$ cat config.mk
export PLATFORM = sky130hd
export DESIGN_NAME = baro_pressure_to_altitude_top
export DESIGN_NICKNAME = d
export VERILOG_FILES = /design/src/rtl/bpa_pkg.sv /design/src/rtl/bpa_seg.sv /design/src/rtl/bpa_div.sv /design/src/rtl/baro_pressure_to_altitude_top.sv
export SDC_FILE = /design/constraint.sdc
export NUM_CORES = 2
export LEC_CHECK = 0
export BUFFER_PORTS_ARGS = -buffer_cell sky130_fd_sc_hd__buf_2
export CAP_MARGIN = 40
export CORE_ASPECT_RATIO = 0.5
export CORE_MARGIN = 2
export CORE_UTILIZATION = 59
export DETAILED_ROUTE_END_ITERATION = 10
export PLACE_DENSITY = 0.75
export SYNTH_ARGS = -nofsm -noshare
export SYNTH_HDL_FRONTEND = slang
export SYNTH_SLANG_ARGS = --single-unit
$ cat constraint.sdc
create_clock -name aclk -period 15.34 [get_ports aclk]
set_clock_uncertainty 0.15 [all_clocks]
set_input_delay 0 -clock aclk [delete_from_list [all_inputs] [get_ports aclk]]
set_output_delay 0 -clock aclk [all_outputs]
set_load 0.02 [all_outputs]
$ cat src/rtl/bpa_pkg.sv
// ----------------------------------------------------------------------------
// bpa_pkg: shared types and constants for the pressure-to-altitude block
// Breakpoint table, field widths and the divider status record.
// ----------------------------------------------------------------------------
package bpa_pkg;

    // Field widths
    localparam int RAW_W   = 24;  // raw sensor code, signed
    localparam int P_W     = 22;  // pressure in mbar/1000, signed
    localparam int REF_W   = 21;  // reference pressure, unsigned
    localparam int ALT_W   = 32;  // altitude in mm, signed
    localparam int DELTA_W = 24;  // reference minus pressure, signed
    localparam int F_W     = 22;  // interpolated factor, unsigned, always positive
    localparam int SEG_W   = 17;  // segment width, unsigned
    localparam int PROD_W  = DELTA_W * 2;  // signed product of delta and factor

    // Raw code to mbar/1000: multiply by 125, divide by 512
    localparam int CONV_W     = 32;
    localparam int CONV_MUL   = 125;
    localparam int CONV_SHIFT = 9;

    // Breakpoint table, falling pressure
    localparam int BP_COUNT = 8;
    localparam int IDX_W    = $clog2(BP_COUNT);
    localparam int FAC_W    = 5;

    localparam logic signed [P_W-1:0] BP_PRESSURE [BP_COUNT] = '{
        22'sd1225005, 22'sd1118311, 22'sd1012049, 22'sd909702,
        22'sd808871,  22'sd710051,  22'sd614001,  22'sd520296
    };
    localparam logic [FAC_W-1:0] BP_FACTOR [BP_COUNT] = '{
        5'd14, 5'd13, 5'd12, 5'd11, 5'd10, 5'd9, 5'd8, 5'd7
    };

    localparam logic [IDX_W-1:0] LAST_IDX = IDX_W'(BP_COUNT - 1);

    // Reset value of the reference pressure
    localparam logic [REF_W-1:0] REF_RESET = 21'd1013250;

    // Pressure span of the segment that starts at idx; the last index divides by one
    function automatic logic [SEG_W-1:0] seg_width(input logic [IDX_W-1:0] idx);
        logic signed [P_W-1:0] diff;
        if (idx == LAST_IDX) begin
            diff = P_W'(1);
        end else begin
            diff = BP_PRESSURE[idx] - BP_PRESSURE[idx + 1'b1];
        end
        return diff[SEG_W-1:0];
    endfunction

    // Upper factor times segment width
    function automatic logic [DELTA_W-1:0] seg_scale(input logic [IDX_W-1:0] idx);
        logic [DELTA_W-1:0] fac;
        logic [DELTA_W-1:0] wid;
        fac = DELTA_W'(BP_FACTOR[idx]);
        wid = DELTA_W'(seg_width(idx));
        return DELTA_W'(fac * wid);
    endfunction

    // Segment selection result
    typedef struct packed {
        logic [F_W-1:0]   factor;
        logic [SEG_W-1:0] width;
    } bpa_seg_t;

    // Divider status
    typedef struct packed {
        logic busy;
        logic done;
    } bpa_div_stat_t;

endpackage

$ cat src/rtl/bpa_seg.sv
// ----------------------------------------------------------------------------
// bpa_seg: breakpoint segment lookup
// Picks the table segment for a pressure and forms the interpolated factor
// and the segment width used as divisor.
// ----------------------------------------------------------------------------
module bpa_seg
    import bpa_pkg::*;
(
    input  logic signed [P_W-1:0] pressure,
    output bpa_seg_t              seg
);

    logic [BP_COUNT-1:0]        at_or_below;
    logic [IDX_W-1:0]           hi_idx;
    logic signed [P_W:0]        d_hi;
    logic signed [DELTA_W-1:0]  f_full;

    // Compare against every breakpoint in parallel
    always_comb begin
        for (int i = 0; i < BP_COUNT; i++) begin
            at_or_below[i] = (pressure <= BP_PRESSURE[i]);
        end
    end

    // Take the highest index whose breakpoint is not below the pressure, else the first
    always_comb begin
        hi_idx = '0;
        for (int i = 0; i < BP_COUNT; i++) begin
            if (at_or_below[i]) begin
                hi_idx = IDX_W'(i);
            end
        end
    end

    // Interpolate: fh*d_lo + fl*d_hi equals fh*width - d_hi since fl = fh - 1
    always_comb begin
        d_hi   = {BP_PRESSURE[hi_idx][P_W-1], BP_PRESSURE[hi_idx]} - {pressure[P_W-1], pressure};
        f_full = $signed(seg_scale(hi_idx)) - {d_hi[P_W], d_hi};
        if (hi_idx == LAST_IDX) begin
            // At or below the lowest breakpoint: last factor, divisor of one
            seg.factor = F_W'(BP_FACTOR[LAST_IDX]);
        end else begin
            seg.factor = f_full[F_W-1:0];
        end
        seg.width = seg_width(hi_idx);
    end

endmodule

$ cat src/rtl/bpa_div.sv
// ----------------------------------------------------------------------------
// bpa_div: iterative unsigned divider
// Restoring shift-subtract divider, one quotient bit per cycle.
// ----------------------------------------------------------------------------
module bpa_div
    import bpa_pkg::*;
#(
    parameter int DVD_W = 48,
    parameter int DVS_W = 17
) (
    input  logic             aclk,
    input  logic             aresetn,
    input  logic             start,
    input  logic [DVD_W-1:0] dividend,
    input  logic [DVS_W-1:0] divisor,
    output logic [DVD_W-1:0] quotient,
    output bpa_div_stat_t    stat
);

    localparam int CNT_W = $clog2(DVD_W + 1);

    logic [CNT_W-1:0] cnt_reg,  cnt_next;
    logic             done_reg, done_next;
    logic [DVD_W-1:0] quo_reg,  quo_next;
    logic [DVS_W-1:0] rem_reg,  rem_next;
    logic [DVS_W-1:0] dvs_reg,  dvs_next;
    logic [DVS_W:0]   shifted;
    logic [DVS_W:0]   trial;

    // One restoring step per cycle
    always_comb begin
        shifted   = {rem_reg, quo_reg[DVD_W-1]};
        trial     = shifted - {1'b0, dvs_reg};
        cnt_next  = cnt_reg;
        done_next = 1'b0;
        quo_next  = quo_reg;
        rem_next  = rem_reg;
        dvs_next  = dvs_reg;
        if (start) begin
            cnt_next = CNT_W'(DVD_W);
            quo_next = dividend;
            rem_next = '0;
            dvs_next = divisor;
        end else if (cnt_reg != '0) begin
            cnt_next = cnt_reg - 1'b1;
            if (!trial[DVS_W]) begin
                rem_next = trial[DVS_W-1:0];
                quo_next = {quo_reg[DVD_W-2:0], 1'b1};
            end else begin
                rem_next = shifted[DVS_W-1:0];
                quo_next = {quo_reg[DVD_W-2:0], 1'b0};
            end
            if (cnt_reg == CNT_W'(1)) begin
                done_next = 1'b1;
            end
        end
    end

    // Hold counter, done flag and datapath
    always_ff @(posedge aclk) begin
        if (!aresetn) begin
            cnt_reg  <= '0;
            done_reg <= 1'b0;
        end else begin
            cnt_reg  <= cnt_next;
            done_reg <= done_next;
        end
        quo_reg <= quo_next;
        rem_reg <= rem_next;
        dvs_reg <= dvs_next;
    end

    assign quotient  = quo_reg;
    assign stat.busy = (cnt_reg != '0);
    assign stat.done = done_reg;

endmodule

$ cat src/rtl/baro_pressure_to_altitude_top.sv
// ----------------------------------------------------------------------------
// baro_pressure_to_altitude_top: barometric pressure to altitude converter
// Converts raw sensor codes to mbar/1000 and to altitude in mm over a
// piecewise linear table.
// ----------------------------------------------------------------------------
// Each sample goes through these steps from its transfer until the block is
// ready for the next: scale the code, select the segment and multiply, load
// the divider, run the shift-subtract divider that divides the product by
// the segment width, see the divider's done flag, and hand the result to the
// output register. s_tready stays low while a sample is in work. The result
// waits in its own register, so a sample is accepted while the previous
// result is still unread; a sample only stalls at its end if that result has
// not been taken yet. The reference pressure is written over the cfg channel,
// which is always ready, and resets to 1013250.
// ----------------------------------------------------------------------------
module baro_pressure_to_altitude_top
    import bpa_pkg::*;
(
    input  logic             aclk,
    input  logic             aresetn,
    // configuration: reference_pressure
    input  logic             cfg_valid,
    output logic             cfg_ready,
    input  logic [REF_W-1:0] cfg_data,     // [20:0] reference_pressure
    // input stream
    input  logic             s_tvalid,
    output logic             s_tready,
    input  logic [23:0]      s_tdata,      // [23:0] raw_pressure
    // result stream
    output logic             m_tvalid,
    input  logic             m_tready,
    output logic [55:0]      m_tdata       // [21:0] pressure_milli_mbar,
                                           // [53:22] altitude_mm, [55:54] zero
);

    typedef enum logic [2:0] {
        ST_IDLE,
        ST_CONV,
        ST_MUL,
        ST_LOAD,
        ST_DIV,
        ST_OUT
    } state_t;

    state_t                     state_reg, state_next;
    logic [REF_W-1:0]           ref_reg,   ref_next;
    logic signed [RAW_W-1:0]    raw_reg,   raw_next;
    logic signed [P_W-1:0]      p_reg,     p_next;
    logic signed [PROD_W-1:0]   prod_reg,  prod_next;
    logic [SEG_W-1:0]           width_reg, width_next;
    logic                       neg_reg,   neg_next;
    logic                       mv_reg,    mv_next;
    logic [P_W-1:0]             po_reg,    po_next;
    logic [ALT_W-1:0]           alt_reg,   alt_next;

    logic signed [CONV_W-1:0]   raw_ext;
    logic signed [CONV_W-1:0]   scaled;
    logic signed [CONV_W-1:0]   biased;
    logic signed [DELTA_W-1:0]  delta;
    logic signed [DELTA_W-1:0]  factor_s;
    logic [PROD_W-1:0]          prod_mag;
    logic [ALT_W-1:0]           alt_mag;
    logic                       div_start;
    logic                       out_free;
    bpa_seg_t                   seg;
    bpa_div_stat_t              div_stat;
    logic [PROD_W-1:0]          quotient;

    // Segment lookup on the scaled pressure
    bpa_seg u_seg (
        .pressure (p_reg),
        .seg      (seg)
    );

    // Iterative divider for the altitude quotient
    bpa_div #(
        .DVD_W (PROD_W),
        .DVS_W (SEG_W)
    ) u_div (
        .aclk     (aclk),
        .aresetn  (aresetn),
        .start    (div_start),
        .dividend (prod_mag),
        .divisor  (width_reg),
        .quotient (quotient),
        .stat     (div_stat)
    );

    // Scale the raw code: times 125, divide by 512 truncating toward zero
    always_comb begin
        raw_ext = {{(CONV_W-RAW_W){raw_reg[RAW_W-1]}}, raw_reg};
        scaled  = raw_ext * CONV_W'(CONV_MUL);
        biased  = scaled + (scaled[CONV_W-1] ? CONV_W'((1 << CONV_SHIFT) - 1) : CONV_W'(0));
    end

    // Difference to the reference and its product with the factor
    always_comb begin
        delta    = {{(DELTA_W-REF_W){1'b0}}, ref_reg} - {{(DELTA_W-P_W){p_reg[P_W-1]}}, p_reg};
        factor_s = {{(DELTA_W-F_W){1'b0}}, seg.factor};
        prod_mag = prod_reg[PROD_W-1] ? PROD_W'(-prod_reg) : prod_reg;
        alt_mag  = quotient[ALT_W-1:0];
    end

    assign div_start = (state_reg == ST_LOAD);
    assign out_free  = !mv_reg || m_tready;

    // Sequencer, configuration and output register
    always_comb begin
        state_next = state_reg;
        ref_next   = ref_reg;
        raw_next   = raw_reg;
        p_next     = p_reg;
        prod_next  = prod_reg;
        width_next = width_reg;
        neg_next   = neg_reg;
        mv_next    = mv_reg;
        po_next    = po_reg;
        alt_next   = alt_reg;

        if (cfg_valid) begin
            ref_next = cfg_data;
        end

        // drop the output once its transfer completes
        if (mv_reg && m_tready) begin
            mv_next = 1'b0;
        end

        case (state_reg)
            ST_IDLE: begin
                if (s_tvalid) begin
                    raw_next   = s_tdata[RAW_W-1:0];
                    state_next = ST_CONV;
                end
            end
            ST_CONV: begin
                p_next     = biased[CONV_SHIFT+P_W-1:CONV_SHIFT];
                state_next = ST_MUL;
            end
            ST_MUL: begin
                prod_next  = delta * factor_s;
                width_next = seg.width;
                state_next = ST_LOAD;
            end
            ST_LOAD: begin
                neg_next   = prod_reg[PROD_W-1];
                state_next = ST_DIV;
            end
            ST_DIV: begin
                if (div_stat.done) begin
                    state_next = ST_OUT;
                end
            end
            ST_OUT: begin
                if (out_free) begin
                    mv_next    = 1'b1;
                    po_next    = p_reg;
                    alt_next   = neg_reg ? ALT_W'(-alt_mag) : alt_mag;
                    state_next = ST_IDLE;
                end
            end
            default: begin
                state_next = ST_IDLE;
            end
        endcase
    end

    // Hold state and registered outputs
    always_ff @(posedge aclk) begin
        if (!aresetn) begin
            state_reg <= ST_IDLE;
            ref_reg   <= REF_RESET;
            mv_reg    <= 1'b0;
        end else begin
            state_reg <= state_next;
            ref_reg   <= ref_next;
            mv_reg    <= mv_next;
        end
        raw_reg   <= raw_next;
        p_reg     <= p_next;
        prod_reg  <= prod_next;
        width_reg <= width_next;
        neg_reg   <= neg_next;
        po_reg    <= po_next;
        alt_reg   <= alt_next;
    end

    assign cfg_ready = 1'b1;
    assign s_tready  = (state_reg == ST_IDLE);
    assign m_tvalid  = mv_reg;
    assign m_tdata   = {2'b00, alt_reg, po_reg};

endmodule

## Word level (Yosys, flattened, before mapping)

Memory sizes are Yosys's and may differ from the RTL's.
Index checks and enable logic that the tools add are counted.

- Register bits: 280
- Memory bits (read-only): 392
- Input bits: 50
- Output and inout port bits: 59
- Word-level logic and storage cells: 98
- Memories: 3

Memory list:

| name | depth | bits a word | read ports | clocked after Yosys merged registers in | write ports | RTL line | RTL |
|---|---|---|---|---|---|---|---|
| (name not given) | 8 | 22 | 1 | 0 | 0 | bpa_seg.sv:37 | `d_hi = {BP_PRESSURE[hi_idx][P_W-1], BP_PRESSURE[hi_idx]} - {pressure[P_W-1], pressure};` |
| (name not given) | 8 | 22 | 1 | 0 | 0 | bpa_pkg.sv:46 | `diff = BP_PRESSURE[idx] - BP_PRESSURE[idx + 1'b1];` |
| (name not given) | 8 | 5 | 1 | 0 | 0 | bpa_pkg.sv:55 | `fac = DELTA_W'(BP_FACTOR[idx]);` |

- $add $sub $neg: 10
- Multipliers: 3
- Order comparisons: 9
- Equal/unequal tests: 10
- Multiplexer cells: 32
- Bitwise gates (word level): 4
- Reductions and logical operators: 11

Operator list:

| cell | count |
|---|---|
| two-way mux 48 bit | 3 |
| less-or-equal comparator 22 x 21 -> 1 bit (second input constant) | 5 |
| two-way mux 17 bit | 4 |
| two-way mux 22 bit | 3 |
| negator 48 bit | 1 |
| multiplier 23 x 23 -> 46 bit | 1 |
| subtractor 22 bit | 2 |
| multiplier 24 x 8 -> 32 bit (second input constant) | 1 |
| two-way mux 32 bit | 1 |
| negator 32 bit | 1 |
| adder 31 x 10 -> 31 bit | 1 |
| subtractor 22 x 22 -> 23 bit | 1 |
| less-or-equal comparator 22 x 20 -> 1 bit (second input constant) | 1 |
| less-or-equal comparator 22 bit (second input constant) | 1 |
| multiplier 5 x 17 -> 22 bit | 1 |
| two-way mux 3 bit | 7 |
| one-hot mux 3 bit (6 select lines) | 1 |
| subtractor 18 x 17 -> 18 bit | 1 |
| subtractor 17 bit | 1 |
| two-way mux 6 bit | 2 |
| two-way mux 5 bit | 2 |
| == test 3 bit (second input constant) | 3 |
| two-way mux 9 bit | 1 |
| greater-or-equal comparator 4 bit (second input constant) | 2 |
| other kinds (21) | 32 |

## Longest topological paths before layout

- Word-level depth: 19
- Gate-level depth with buffers: 68
- Depth with buffers taken out: 65

## Cells and area by module

From an unflattened synthesis, not the netlist that was laid out.

- Cell total of the unflattened synthesis: 4,388
- Area total of the unflattened synthesis: 42,951.2 µm²

By module, submodules not included:

| module | times used | cells an instance | area each (µm²) | sequential area each (µm²) |
|---|---|---|---|---|
| baro_pressure_to_altitude_top | 1 | 3,259 | 32,645.1 | 5,425.2 |
| bpa_seg | 1 | 753 | 5,636.7 | 0.0 |
| bpa_div | 1 | 376 | 4,669.5 | 2,432.3 |

## Worst setup path before layout

Ideal clock, no wire load.

- Kind: flip-flop to flip-flop
- Start point: reg p_reg[9]
- End point: reg prod_reg[39] (data pin)
- Setup time: 0.259 ns
- Data arrival time: 15.425 ns
- Required time: 14.931 ns
- Setup slack: -0.494 ns
- Stages on the path, launching flop included: 61
- Path buffers: 3
- Clock period less this slack: 15.834 ns
- Cells stage by stage: edfxtp_1 clkbuf_1 or3_1 o31a_1 o311ai_1 nand2b_1 clkinv_1 o21ai_1 inv_1 clkbuf_1 ha_1 mux2i_1 inv_1 ha_1 nand2_1 o31ai_1 a21oi_1 o311ai_0 (+25 left out) fa_1 fa_1 fa_1 inv_1 fa_1 inv_1 ha_1 a21o_1 a21o_1 a21o_1 o31ai_1 o21ai_0 a31oi_1 o21ai_0 a31oi_1 o21ai_0 a21oi_1 xnor2_1

- Cells in the longest elaborated chain, start to end: 19
- Elaborated cells on any way between the ends: 35
- Those cells by class: 5 x add/sub; 2 x mul; 7 x order compare; 1 x eq/ne; 15 x mux; 2 x bitwise; 3 x memory

RTL lines:

| item | RTL line | RTL |
|---|---|---|
| from (decl) | baro_pressure_to_altitude_top.sv:48 | `logic signed [P_W-1:0] p_reg, p_next;` |
| from (signal assigned) | baro_pressure_to_altitude_top.sv:180 | `p_reg <= p_next;` |
| less-or-equal comparator 22 bit | bpa_seg.sv:21 | `at_or_below[i] = (pressure <= BP_PRESSURE[i]);` |
| two-way mux 1 bit | bpa_seg.sv:29 | `if (at_or_below[i]) begin` |
| two-way mux 2 bit (2 in series) | bpa_seg.sv:29 |  |
| two-way mux 3 bit (4 in series) | bpa_seg.sv:29 |  |
| adder 3 x 1 -> 3 bit | bpa_pkg.sv:46 |  |
| NOT 3 -> 4 bit (implied by the code) | bpa_pkg.sv:46 |  |
| memory read (8 x 22 bit) | -- |  |
| two-way mux 17 bit (implied by the code) (2 in series) | bpa_pkg.sv:46 |  |
| subtractor 17 bit | bpa_pkg.sv:46 |  |
| two-way mux 17 bit | -- |  |
| multiplier 5 x 17 -> 22 bit | bpa_pkg.sv:57 | `return DELTA_W'(fac * wid);` |
| subtractor 22 bit | bpa_seg.sv:38 | `f_full = $signed(seg_scale(hi_idx)) - {d_hi[P_W], d_hi};` |
| two-way mux 22 bit | bpa_seg.sv:39 | `if (hi_idx == LAST_IDX) begin` |
| multiplier 23 x 23 -> 46 bit * | baro_pressure_to_altitude_top.sv:141 | `prod_next = delta * factor_s;` |
| to (signal assigned) | baro_pressure_to_altitude_top.sv:181 | `prod_reg <= prod_next;` |
| to (decl) | baro_pressure_to_altitude_top.sv:49 | `logic signed [PROD_W-1:0] prod_reg, prod_next;` |

Every way passes the cells marked *; elsewhere a longest branch is shown, timed or not. The select of a mux whose other input is x is not followed.
A chain may end at the register's enable or synchronous reset.

## Final worst setup path

- Start point: reg p_reg[11]
- End point: reg prod_reg[39] (data pin)

Same word-level chain as after synthesis.

==> Implementation_results.wiki <==
{| class="wikitable"
! Metric !! Value
|-
| Number of I/O pins || 109
|-
| CP required || 15570 ps
|-
| Width of the chip || 376 um
|-
| Die outline height || 190 um
|-
| Distinct cell type count of the synthesized netlist || 75
|-
| Crit-path slowest cell || sky130_fd_sc_hd__fa_1
|-
| Util after Layout || 68.0%
|-
| Critical-path maximum fanout || 14
|-
| First drt pass iteration count || 6
|-
| Post-synthesis cell count || 4224
|-
| CP endpoint kind || register
|-
| H-tree depth || 1
|-
| CTS sink cnt || 278
|-
| Final wirelength || 114000 um
|-
| Most frequent cell after synthesis || sky130_fd_sc_hd__inv_1
|-
| Period utilization || 96.4%
|-
| Maximum operating frequency || 67.6 MHz
|-
| Setup-failing EPs final || 0
|-
| Category of the critical setup timing path || register to register
|-
| Vias per cell || 5.72
|-
| Number of antenna diodes || 0
|-
| Most used DFF post-synth || sky130_fd_sc_hd__edfxtp_1
|-
| Cell area after technology mapping || 40800 um^2
|-
| HP Start || m_tready
|-
| Synth Warn # || 0
|-
| Critical Path Start || p_reg[11]$_DFFE_PP_
|-
| Source-to-sink clock delay at the later pin of the worst-skew pair || 620 ps
|-
| Remaining antenna violation count || 0
|-
| Ratio of cells with drive above 1 in the final layout || 11.6%
|-
| Total die area || 71400 um^2
|-
| Share of flip-flops with an asynchronous set or reset || 0%
|-
| Pins Over Slew Limit || 0
|-
| Total number of nets in the final design || 5699
|-
| Via count of the routed design || 31757
|-
| Transition time at the pin with the least slew margin || 913 ps
|-
| Buffer depth of the longest clock path || 3
|-
| Number of antenna violations at the first check in global routing || 0
|-
| Number of enable-type register cells in the synthesized netlist || 229
|-
| Most frequent cells after synthesis || sky130_fd_sc_hd__inv_1, sky130_fd_sc_hd__fa_1, sky130_fd_sc_hd__nand2_1
|-
| Pin count of the biggest net entering global routing || 92
|-
| Post-DR wirelength/cell || 20.6 um
|-
| Flip-flop and latch count after synthesis || 278
|-
| Maximum cell stage delay along the critical path || 590 ps
|-
| Core region area || 68700 um^2
|-
| Number of remaining DRC errors || 0
|-
| Flip-flop count of the largest register after layout || 48
|-
| Clk Tree Root Cell || sky130_fd_sc_hd__clkbuf_16
|-
| Cell repeated most along the worst path || sky130_fd_sc_hd__fa_1
|-
| Number of rows in the core area || 68
|-
| Aggregate global-route resource usage || 33.1%
|-
| Total half-perimeter wirelength after legalization and detailed placement || 91700 um
|-
| Status || completed
|-
| GPL Wtd Cong || 0.979
|-
| Data arrival at the endpoint of the critical path || 15020 ps
|-
| Clk slew on worst S/H paths || 70 ps
|-
| Endpoints failing hold || 0
|-
| Clock tree from TritonCTS || done
|-
| Initial DRC Count || 2551
|-
| Dominant cell type by area after synthesis || sky130_fd_sc_hd__fa_1
|-
| Path class of the lowest-slack min-delay path || input port to register
|-
| Slew margin rel. || 38.3%
|-
| Port Buffer Count || 105
|-
| Number of clock buffers inserted by TritonCTS || 28
|-
| Total grt overflow || 0
|-
| Post-layout min period || 14790 ps
|-
| Startpoint kind of the worst setup timing path || register
|-
| Leading cell types by total area after synthesis || sky130_fd_sc_hd__fa_1, sky130_fd_sc_hd__edfxtp_1, sky130_fd_sc_hd__ha_1
|-
| Initial core utilization || 59.4%
|-
| Worst r2r src || p_reg[11]$_DFFE_PP_
|-
| Max Cap Viol || 0
|-
| Via count of the first global-routing pass || 33833
|-
| Sequential-to-total area share from yosys stat || 19.2%
|-
| Fraction of synthesized cell area taken by the top area cell type || 33.7%
|-
| Avg Inst Size Synth || 9.66 um^2
|-
| Global-route wire length before repair || 183000 um
|-
| Total negative slack for setup checks || 0 ps
|-
| Area grow syn2layout || 14.5%
|}
## cells by family after synthesis
kind of cell	after synthesis	synth area share [%]
fa+ha+maj	1029	44.2
flops	278	19.2
compound gates	554	8.65
simple gates	1153	12.9
xor+xnor	257	5.51
mux	43	1.06
buf+inv	908	8.38
other cells	2	0.0184
## worst max-delay path: cells and delay by family, from the launching register on
kind / cells / cell delay (ps)
AO/OA/AOI/OAI: 19 / 3350
buffers and inverters: 9 / 990
flip-flops: 1 / 460
AND/OR/NAND/NOR: 9 / 2260
XOR/XNOR: 2 / 340
adder cells (fa/ha/maj): 16 / 7010
## final cells by class
cell class | instances | area (um^2)
Multi-Input combinational cell | 3039 | 29900
Fill cell | 5389 | 22000
Sequential cell | 278 | 7860
Timing Repair Buffer | 518 | 4080
Inverter | 755 | 2840
Tap cell | 910 | 1140
Clock buffer | 38 | 810
Clock inverter | 14 | 153
## layer usage
metal,wire length [um],track usage (%),vias to the layer above
li1,-,-,14369
met1,48100,45.1,15920
met2,52400,53.8,1231
met3,9820,6.60,237
met4,3790,10.3,0
met5,0,0,-
## cells in the final DEF (no fill, tap or decap), types with 14 or more instances in the layout
cell,count
sky130_fd_sc_hd__nor2b_1,45
sky130_fd_sc_hd__xor2_1,99
sky130_fd_sc_hd__mux2i_1,41
sky130_fd_sc_hd__a211oi_1,14
sky130_fd_sc_hd__edfxtp_1,229
sky130_fd_sc_hd__xnor2_1,151
sky130_fd_sc_hd__o31ai_1,28
sky130_fd_sc_hd__a31oi_1,22
sky130_fd_sc_hd__nor3_1,81
sky130_fd_sc_hd__o21bai_1,14
sky130_fd_sc_hd__or2_2,21
sky130_fd_sc_hd__ha_1,339
sky130_fd_sc_hd__dfxtp_1,49
sky130_fd_sc_hd__clkbuf_16,29
sky130_fd_sc_hd__a21oi_1,134
sky130_fd_sc_hd__nand2_1,536
sky130_fd_sc_hd__o21a_1,23
sky130_fd_sc_hd__nand4_1,17
sky130_fd_sc_hd__and2_1,36
sky130_fd_sc_hd__buf_4,278
sky130_fd_sc_hd__buf_2,106
sky130_fd_sc_hd__nor4_1,16
sky130_fd_sc_hd__inv_1,749
sky130_fd_sc_hd__dlygate4sd3_1,118
sky130_fd_sc_hd__or3_1,26
sky130_fd_sc_hd__or4_1,19
sky130_fd_sc_hd__nand3_1,44
sky130_fd_sc_hd__o21ai_0,143
sky130_fd_sc_hd__a21o_1,49
sky130_fd_sc_hd__nand2b_1,32
sky130_fd_sc_hd__fa_1,687
sky130_fd_sc_hd__nor2_1,219
## through the flow
| step | std cells | area (um^2) | hold slack, ps | worst slack [ps] |
|---|---|---|---|---|
| 2_1_floorplan | 4225 | 40800 | -51.1 | 76.6 |
| 3_3_place_gp | 5353 | 44100 | 26.0 | 222 |
| 3_5_place_dp | 5366 | 44200 | 28.3 | 133 |
| 4_1_cts | 5536 | 46400 | 192 | 147 |
| 5_1_grt | 5552 | 46700 | 257 | -89.7 |
| 6_report | 5552 | 46700 | 234 | 546 |
## timing repair
action / in CTS / in global routing
setup endpoints to repair: 0 / 22
buffers inserted: 0 / 15
gates resized for setup: 0 / 58
hold buffers: 118 / 0
endpoints found under the hold margin: 80 / 0
## final timing paths
check | to | slack (ps) | depth (start not counted)
setup / recovery | prod_reg[39]$_DFFE_PP_ | 550 | 55
hold / removal | state_reg[2]$_SDFFE_PN0P_ | 230 | 5
setup reg to reg | prod_reg[39]$_DFFE_PP_ | 550 | 55
hold reg to reg | u_div.dvs_reg[12]$_DFFE_PP_ | 250 | 0
Power is not shown: default switching activity piles up to over one toggle a cycle in this logic, so the estimate is an artifact.
